**config.mk**
```make
export PLATFORM = sky130hd
export DESIGN_NAME = calendar_time_counter_unit
export DESIGN_NICKNAME = d
export VERILOG_FILES = /design/src/hdl/ctc_pkg.sv /design/src/hdl/calendar_time_counter_unit.sv
export SDC_FILE = /design/constraint.sdc
export NUM_CORES = 1
export LEC_CHECK = 0
export ABC_AREA = 1
export BUFFER_PORTS_ARGS = -buffer_cell sky130_fd_sc_hd__buf_2
export CAP_MARGIN = 20
export CORE_MARGIN = 5
export CORE_UTILIZATION = 55
export CTS_CLUSTER_DIAMETER = 40
export DETAILED_ROUTE_END_ITERATION = 8
export PLACE_DENSITY_LB_ADDON = 0.08
export SYNTH_ARGS = -nofsm -noshare
export SYNTH_HDL_FRONTEND = slang
export SYNTH_SLANG_ARGS = --single-unit
```
**constraint.sdc**
```tcl
create_clock -name clk -period 19 [get_ports clk]
set_input_delay 4.75 -clock clk [delete_from_list [all_inputs] [get_ports clk]]
set_output_delay 4.75 -clock clk [all_outputs]
set_load 0.02 [all_outputs]
```
**src/hdl/ctc_pkg.sv**
```systemverilog
// ----------------------------------------------------------------------------
// Calendar time counter package
// Codes and field limits that are shared by the counter, its checker and its
// testbench, and the BCD helper that the counter uses.
// ----------------------------------------------------------------------------
package ctc_pkg;

  localparam logic OP_TICK  = 1'b0;
  localparam logic OP_WRITE = 1'b1;

  localparam logic [2:0] FLD_SEC     = 3'd0;
  localparam logic [2:0] FLD_MIN     = 3'd1;
  localparam logic [2:0] FLD_HOUR    = 3'd2;
  localparam logic [2:0] FLD_WEEKDAY = 3'd3;
  localparam logic [2:0] FLD_DAY     = 3'd4;
  localparam logic [2:0] FLD_MONTH   = 3'd5;
  localparam logic [2:0] FLD_YEAR    = 3'd6;
  localparam logic [2:0] FLD_UNKNOWN = 3'd7;

  localparam logic [1:0] ST_OK        = 2'd0;
  localparam logic [1:0] ST_RANGE_ERR = 2'd1;
  localparam logic [1:0] ST_FIELD_ERR = 2'd2;

  localparam logic [5:0] SEC_MAX     = 6'd59;
  localparam logic [5:0] MIN_MAX     = 6'd59;
  localparam logic [4:0] HOUR_MAX    = 5'd23;
  localparam logic [2:0] WEEKDAY_MAX = 3'd7;
  localparam logic [4:0] DAY_MAX     = 5'd31;
  localparam logic [3:0] MONTH_MAX   = 4'd12;
  localparam logic [6:0] YEAR_MAX    = 7'd99;

  // Two packed BCD digits of a value below 100; tens by reciprocal 205/2048.
  function automatic logic [7:0] to_bcd(input logic [6:0] v);
    logic [14:0] prod;
    logic [3:0]  tens;
    logic [6:0]  ones;
    prod = {8'd0, v} * 15'd205;
    tens = prod[14:11];
    ones = v - 7'({3'd0, tens} * 7'd10);
    return {tens, ones[3:0]};
  endfunction

endpackage

```
**src/hdl/calendar_time_counter_unit.sv**
```systemverilog
// ----------------------------------------------------------------------------
// Calendar time counter unit
// Seconds through two-digit year counter with tick and field-write items.
// ----------------------------------------------------------------------------
// Takes one item per clock cycle and returns its result item in the next cycle.
// A tick item (tuser = 0) advances the time by one second, carrying through
// minutes, hours, day (every month has 31 days), month and year; the weekday
// is never advanced. A write item (tuser = 1) loads one field if the value is
// in range and otherwise reports a range or unknown-field status. Each result
// carries the complete time in packed BCD. The counters and the result
// register are updated in the same cycle, so the rate is set by that single
// register stage; the input stalls only while a result waits on m_axis_tready.
module calendar_time_counter_unit (
  input  logic        clk,
  input  logic        rst,
  input  logic        s_axis_tvalid,
  output logic        s_axis_tready,
  input  logic [15:0] s_axis_tdata,   // field [2:0], value [10:3], zero [15:11]
  input  logic        s_axis_tuser,   // op
  output logic        m_axis_tvalid,
  input  logic        m_axis_tready,
  output logic [47:0] m_axis_tdata    // seconds_bcd [6:0], minutes_bcd [13:7],
                                      // hours_bcd [19:14], weekday_out [22:20],
                                      // day_bcd [28:23], month_bcd [33:29],
                                      // year_bcd [41:34], status [43:42],
                                      // zero [47:44]
);

  logic [5:0] sec_count,  sec_count_next;
  logic [5:0] min_count,  min_count_next;
  logic [4:0] hour_count, hour_count_next;
  logic [2:0] weekday_reg, weekday_reg_next;
  logic [4:0] day_count,  day_count_next;
  logic [3:0] month_count, month_count_next;
  logic [6:0] year_count, year_count_next;
  logic [1:0] status_next;

  logic       in_acc;
  logic [2:0] field;
  logic [7:0] value;
  logic       sec_wrap, min_wrap, hour_wrap, day_wrap, month_wrap, year_wrap;
  logic       c_min, c_hour, c_day, c_month, c_year;

  logic [7:0] sec_bcd, min_bcd, hour_bcd, day_bcd, month_bcd, year_bcd;

  assign s_axis_tready = !m_axis_tvalid || m_axis_tready;
  assign in_acc        = s_axis_tvalid && s_axis_tready;
  assign field         = s_axis_tdata[2:0];
  assign value         = s_axis_tdata[10:3];

  assign sec_wrap   = (sec_count == ctc_pkg::SEC_MAX);
  assign min_wrap   = (min_count == ctc_pkg::MIN_MAX);
  assign hour_wrap  = (hour_count == ctc_pkg::HOUR_MAX);
  assign day_wrap   = (day_count == ctc_pkg::DAY_MAX);
  assign month_wrap = (month_count >= ctc_pkg::MONTH_MAX);
  assign year_wrap  = (year_count >= ctc_pkg::YEAR_MAX);

  assign c_min   = sec_wrap;
  assign c_hour  = c_min && min_wrap;
  assign c_day   = c_hour && hour_wrap;
  assign c_month = c_day && day_wrap;
  assign c_year  = c_month && month_wrap;

  always_comb begin
    sec_count_next   = sec_count;
    min_count_next   = min_count;
    hour_count_next  = hour_count;
    weekday_reg_next = weekday_reg;
    day_count_next   = day_count;
    month_count_next = month_count;
    year_count_next  = year_count;
    status_next      = ctc_pkg::ST_OK;

    if (s_axis_tuser == ctc_pkg::OP_TICK) begin
      sec_count_next = sec_wrap ? 6'd0 : sec_count + 6'd1;
      if (c_min) begin
        min_count_next = min_wrap ? 6'd0 : min_count + 6'd1;
      end
      if (c_hour) begin
        hour_count_next = hour_wrap ? 5'd0 : hour_count + 5'd1;
      end
      // day and month restart at 1, so a zero left from reset steps to 1
      if (c_day) begin
        day_count_next = day_wrap ? 5'd1 : day_count + 5'd1;
      end
      if (c_month) begin
        month_count_next = month_wrap ? 4'd1 : month_count + 4'd1;
      end
      if (c_year) begin
        year_count_next = year_wrap ? 7'd0 : year_count + 7'd1;
      end
    end else begin
      case (field)
        ctc_pkg::FLD_SEC: begin
          if (value <= {2'd0, ctc_pkg::SEC_MAX}) sec_count_next = value[5:0];
          else status_next = ctc_pkg::ST_RANGE_ERR;
        end
        ctc_pkg::FLD_MIN: begin
          if (value <= {2'd0, ctc_pkg::MIN_MAX}) min_count_next = value[5:0];
          else status_next = ctc_pkg::ST_RANGE_ERR;
        end
        ctc_pkg::FLD_HOUR: begin
          if (value <= {3'd0, ctc_pkg::HOUR_MAX}) hour_count_next = value[4:0];
          else status_next = ctc_pkg::ST_RANGE_ERR;
        end
        ctc_pkg::FLD_WEEKDAY: begin
          if (value != 8'd0 && value <= {5'd0, ctc_pkg::WEEKDAY_MAX}) begin
            weekday_reg_next = value[2:0];
          end else begin
            status_next = ctc_pkg::ST_RANGE_ERR;
          end
        end
        ctc_pkg::FLD_DAY: begin
          if (value != 8'd0 && value <= {3'd0, ctc_pkg::DAY_MAX}) begin
            day_count_next = value[4:0];
          end else begin
            status_next = ctc_pkg::ST_RANGE_ERR;
          end
        end
        ctc_pkg::FLD_MONTH: begin
          if (value != 8'd0 && value <= {4'd0, ctc_pkg::MONTH_MAX}) begin
            month_count_next = value[3:0];
          end else begin
            status_next = ctc_pkg::ST_RANGE_ERR;
          end
        end
        ctc_pkg::FLD_YEAR: begin
          if (value <= {1'd0, ctc_pkg::YEAR_MAX}) year_count_next = value[6:0];
          else status_next = ctc_pkg::ST_RANGE_ERR;
        end
        default: begin
          status_next = ctc_pkg::ST_FIELD_ERR;
        end
      endcase
    end
  end

  assign sec_bcd   = ctc_pkg::to_bcd({1'b0, sec_count_next});
  assign min_bcd   = ctc_pkg::to_bcd({1'b0, min_count_next});
  assign hour_bcd  = ctc_pkg::to_bcd({2'd0, hour_count_next});
  assign day_bcd   = ctc_pkg::to_bcd({2'd0, day_count_next});
  assign month_bcd = ctc_pkg::to_bcd({3'd0, month_count_next});
  assign year_bcd  = ctc_pkg::to_bcd(year_count_next);

  always_ff @(posedge clk) begin
    if (rst) begin
      sec_count     <= '0;
      min_count     <= '0;
      hour_count    <= '0;
      weekday_reg   <= '0;
      day_count     <= '0;
      month_count   <= '0;
      year_count    <= '0;
      m_axis_tvalid <= 1'b0;
    end else if (in_acc) begin
      sec_count     <= sec_count_next;
      min_count     <= min_count_next;
      hour_count    <= hour_count_next;
      weekday_reg   <= weekday_reg_next;
      day_count     <= day_count_next;
      month_count   <= month_count_next;
      year_count    <= year_count_next;
      m_axis_tvalid <= 1'b1;
    end else if (m_axis_tready) begin
      m_axis_tvalid <= 1'b0;
    end
  end

  // hold the result until taken; a new item overwrites only when accepted
  always_ff @(posedge clk) begin
    if (in_acc) begin
      m_axis_tdata <= {4'd0, status_next, year_bcd, month_bcd[4:0], day_bcd[5:0],
                       weekday_reg_next, hour_bcd[5:0], min_bcd[6:0], sec_bcd[6:0]};
    end
  end

endmodule

```
==> results of run 1 <==
[worst min-delay path: stages, from the launching register on]
cell	delay (ps)
dfxtp_1	310
nand2_1	90
a21oi_1	60
[cell usage in the layout, fill, tap and decap left out, types with 4 or more instances in the layout]
| master | instances |
|---|---|
| edfxtp_1 | 44 |
| dfxtp_1 | 37 |
| a22oi_1 | 4 |
| o21ai_1 | 7 |
| fa_1 | 29 |
| inv_2 | 7 |
| nor2_1 | 66 |
| o211ai_1 | 11 |
| conb_1 | 4 |
| nand3_1 | 64 |
| o21a_1 | 4 |
| nand2_1 | 183 |
| nor3_1 | 14 |
| clkbuf_16 | 10 |
| buf_2 | 61 |
| xnor2_1 | 6 |
| inv_1 | 222 |
| nor2_2 | 6 |
| o21ai_0 | 81 |
| nand3b_1 | 5 |
| a21oi_1 | 67 |
| xor2_1 | 14 |
| nand4_1 | 11 |
| ha_1 | 154 |
| o31ai_1 | 5 |
| or2_2 | 8 |
[cell families (layout without fill, tap and decap cells)]
group	after synthesis	after routing	synth area share, %
AND/OR/NAND/NOR	374	374	19.57
buffers and inverters	251	311	11.32
other	1	4	0.04430
AO/OA/AOI/OAI	193	193	12.64
adder cells (fa/ha/maj)	183	183	29.62
flip-flops	81	81	24.36
XOR/XNOR	22	22	2.453
[power by group through the flow]
stage | Combinational [W] | Sequential [W] | Clock (W)
global placement | 0.000343 | 0.000234 | 0
finish | 0.000347 | 0.000231 | 0.000173
CTS | 0.000353 | 0.000231 | 0.000177
detailed placement | 0.000349 | 0.000234 | 0
global route | 0.000408 | 0.000233 | 0.000186
floorplan | 0.000244 | 0.000259 | 0
[stage by stage]
stage / hold slack (ps) / util, % / worst slack, ps / total power (W)
after global routing: 554.3 / 61.13 / 7942 / 0.0008272
after floorplan: 533.6 / - / 9109 / 0.0005024
after CTS: 514.7 / 61.03 / 8438 / 0.0007610
after detailed placement: 500.0 / 59.06 / 8090 / 0.0005837
after global placement: 504.3 / 59.06 / 8142 / 0.0005771
final: 509.1 / 61.13 / 8613 / 0.0007514
[path summary, 6_finish.rpt]
| kind | startpoint | end | slack, ps |
|---|---|---|---|
| max | s_axis_tuser | m_axis_tdata[37]$_DFFE_PP_ | 8610 |
| min | m_axis_tvalid$_SDFFE_PP0P_ | m_axis_tvalid$_SDFFE_PP0P_ | 510 |
| max reg2reg | sec_count[1]$_SDFFE_PP0P_ | m_axis_tdata[37]$_DFFE_PP_ | 12190 |
| min reg2reg | m_axis_tvalid$_SDFFE_PP0P_ | m_axis_tvalid$_SDFFE_PP0P_ | 510 |
[layout make-up]
cell class                 count  area [um^2]  share of cell area [%]
clock buffer                  10        250.2                   2.703
clock inverter                 6        48.80                  0.5270
inverter                     230        863.3                   9.324
multi-input combinational    776         5456                   58.93
sequential                    81         2062                   22.27
tap                          188        235.2                   2.541
timing repair buffer          65        342.8                   3.703
[metal layers]
layer  vias to the layer above  GRT usage [%]  wire (um)
li1                       3736              -          -
met1                      3174          27.59       8561
met2                       114          33.72       7835
met3                        21          2.513        719
met4                         0          6.957        294
met5                         -              0          0
==> metrics.txt, run 1 <==
status complete, no violations; slowest stage delay, CP just under 600 ps; max-cap violation count 0; Crit-path slowest cell a2111oi_0; PortBufs 61; syn_area_per_cell 7.661 um^2; P_int between 0.0004 and 0.0005 W; DP Area 8945 um^2; most frequent cell after synthesis inv_1; Biggest register m_axis_tdata; Post-DP HPWL between 10 and 15 mm; first-pass GRT wire length 30.42 mm; VDD IR max 44.03 uV; CTS Buf Count 9; Final setup viols 0; Core Area 15,150 um^2; Initial Utilization 55.89%; drt initial violations 383; synth warn 0; die width 134.1 um; synth cell count leaders inv_1, nand2_1, ha_1; Layout area overhead 9.370%; Synth Cell Area about 8500 um^2; Worst Path Arrival roughly 10,000 ps; Synth area leaders ha_1, edfxtp_1, inv_1; Slew HR 43.76%; Clk pin slew, worst setup/hold paths around 60 ps; RSZ-0062 raised after global routing false; Final Max Slew Viols 0; vias in the first global route 6,763; Least-Margin Pin Slew approximately 830 ps; R2R depth 34; Clock power frac 23.1%; Synth top area share a little under a quarter; Comb power frac 46.2%; ys flop type edfxtp_1; max reg flops 44; Final ANT Viol Nets 0; Seq pwr share 30.7%; post-route insts no fill 1,356; Setup TNS Final 0 ps; Root Driver clkbuf_16; Buf/Inv on CP 7; leakage approximately 5.0 nW; Synth area leader ha_1; Post-CTS Resized 0; async set-or-reset flop fraction in the synthesized netlist 0%; number of flops mapped to enable cells by yosys 44; Clk Latency, worst-skew pair 350 ps; DIE AREA between 15,000 and 20,000 um^2; Die Span Y 134.1 um; final hold violation count 0; via count 7,045; CTS HTree Levels 3; WL per Instance between 10 and 15 um; num ports 71; crit start category primary input; DR DRC count 0; Worst Hold Class flip-flop to flip-flop; Routed WL 17.41 mm; Max Fclk 96.27 MHz; WP depth 25; Clock Tree Buf Depth 2; P_sw 0.0003020 W; switching share of power 40.18%; unique cell type count in the Yosys netlist 47; Synth Register Bits 81; Tmin final 10,390 ps; clock skew 7.700 ps; cell area power density 81.16 nW/um^2; sequential share of the synthesized area 24.36%; diode count 0; total track usage 20.32%; Top delay family on crit path adder cells; initial antenna violation count 0; Final GP Congestion 0.8710; CTS tree done; TritonRoute pass-1 iters 5; fraction of layout cells with a size suffix above 1 9.846%; biggest regs m_axis_tdata (44), year_count (7); hold_buf cts 0; design area 9259 um^2; Via density slightly above 5; nets roughly 1,400; CP Capture Type flip-flop; largest net degree at the start of global routing 69; cell mode on critical path inv_1; fin crit share between 50% and 60%; CP Class primary input to flip-flop; # Post-CTS Setup Buffers 0; Hold Crit Depth 2; # fillers 1,396; Core Rows 45; grt ovf 0; TritonCTS Sinks 81; crit-path max FO 33; dpl cells 1,339; cell count after synthesis 1,105; worst path required time ~19,000 ps
Note: power is estimated with default switching activity, not from simulation.
==> run 2, diff against run 1 <==
- clock period: 19 -> 10.5 ns (I/O delays scaled with it)
==> run 2 against run 1 <==
Critical path depth is 9 higher. Clock skew is 0.73 ps lower. Sequential power is 81% higher.
==> metrics.txt, run 2 (same netlist as run 1, synthesis figures left out) <==
status complete, no violations; crit-path max FO 10; worst path required time ~11,000 ps; Final Max Slew Viols 0; most frequent cells in the layout inv_1, nand2_1, ha_1, o21ai_0, a21oi_1; initial antenna violation count 0; biggest regs m_axis_tdata (44), year_count (7); PortBufs 61; TritonRoute pass-1 iters 5; Multi-input gate area ~5500 um^2; DIE AREA 17,970 um^2; slowest stage delay, CP approximately 530 ps; Core Area 15,150 um^2; Least-Margin Pin Slew 868.3 ps; grt ovf 0; Max Fclk 122.2 MHz; Biggest register m_axis_tdata; Post-CTS Resized 0; Tmin final roughly 8200 ps; Slew HR 41.50%; total track usage 20.61%; num ports 71; cell mode on critical path inv_1; most common cell after layout, fill and taps aside inv_1; Initial Utilization 55.89%; final worst-path setup slack 2313 ps; diode count 0; clock skew 6.968 ps; DR DRC count 0; CTS tree done; Final ANT Viol Nets 0; TritonCTS Sinks 81; Die Span Y 134.1 um; crit start category primary input; Setup WS pre-CTS 1908 ps; fin crit share 77.97%; Crit-path slowest cell fa_1; max-cap violation count 0; leakage 5.023 nW; Clock Tree Buf Depth 2; register area slightly above 2000 um^2; # Post-CTS Setup Buffers 0; CP Class primary input to flip-flop; vias in the first global route 6,683; VDD IR max roughly 87 uV; Clk pin slew, worst setup/hold paths 60 ps; Worst Hold Class flip-flop to flip-flop; max reg flops 44; cell area power density 152.1 nW/um^2; CTS Buf Count 9; die width ~130 um; WL per Instance 13.06 um; Core Rows 45; fraction of layout cells with a size suffix above 1 9.846%; Final setup viols 0; nets 1,367; Clk Latency, worst-skew pair 350 ps; # fillers 1,362; Top delay family on crit path adder cells; drt initial violations 364; Routed WL 17.71 mm; final hold violation count 0; first-pass GRT wire length 30.90 mm; RSZ-0062 raised after global routing false; Layout area overhead 10.05%; Setup TNS Final 0 ps; CTS HTree Levels 3; Via density 5.178; Post-DP HPWL 13.94 mm; hold_buf cts 0; Buf/Inv on CP 12; Final GP Congestion 0.8719; largest net degree at the start of global routing 69; Root Driver clkbuf_16; Worst Path Arrival 8300 ps; via count between 7,000 and 8,000; CP Capture Type flip-flop
## run 2: changes by cell type in the layout (fill, tap and decap cells not counted)
cell        change
bufinv_16       +2
clkinv_2        -1
clkinv_4        -1
inv_8           -1
clkinvlp_4      -1
buf_16          +1
buf_8           -1
inv_6           +2
## run 2: final timing paths
kind	startpoint	to	slack, ps	cells past startpoint
worst max-delay path	s_axis_tdata[7]	m_axis_tdata[37]$_DFFE_PP_	2310	34
worst min-delay path	m_axis_tvalid$_SDFFE_PP0P_	m_axis_tvalid$_SDFFE_PP0P_	520	2
worst max register to register	sec_count[1]$_SDFFE_PP0P_	m_axis_tdata[37]$_DFFE_PP_	3760	35
worst min register to register	m_axis_tvalid$_SDFFE_PP0P_	m_axis_tvalid$_SDFFE_PP0P_	520	2
## run 2: routing by layer
layer | wire (um) | vias to the layer above | track usage [%]
met2 | 8087 | 110 | 34.05
met5 | 0 | - | 0
met4 | 249 | 0 | 5.769
met3 | 642 | 15 | 2.476
li1 | - | 3736 | -
met1 | 8735 | 3160 | 28.65
## run 2: area by class of cell
cell class,count,share of cell area [%]
multi-input cells,776,58.57
flip-flops and latches,81,22.13
inverters,230,9.267
repair buffers,65,3.814
clock buffers,10,2.686
well taps,188,2.525
clock inverters,6,1.007
## run 2: report_power, final
| group | internal (W) | leakage, nW | switching, W |
|---|---|---|---|
| registers | 0.000398 | 0.743 | 0.0000194 |
| logic | 0.000239 | 4.11 | 0.000394 |
| clock network | 0.000225 | 0.165 | 0.000141 |
## run 2: worst register-to-register path, delay by kind of cell (launching register included)
family,cells,cell delay (ps)
AO/OA/AOI/OAI,3,790
XOR/XNOR,2,420
adder cells (fa/ha/maj),7,2530
buffers and inverters,10,760
flip-flops,1,400
AND/OR/NAND/NOR,13,1620
## run 2: stage by stage
stage               total power (W)  hold WS, ps  utilization [%]  cells  area, um^2
global route               0.001549        552.3            61.51   1356        9316
detailed placement         0.001056        504.2            59.06   1339        8945
CTS                        0.001431        520.2            61.33   1355        9289
global placement           0.001045        504.5            59.06   1339        8945
finish                     0.001417        518.2            61.51   1356        9316
floorplan                 0.0009091        533.6                -   1108        8477
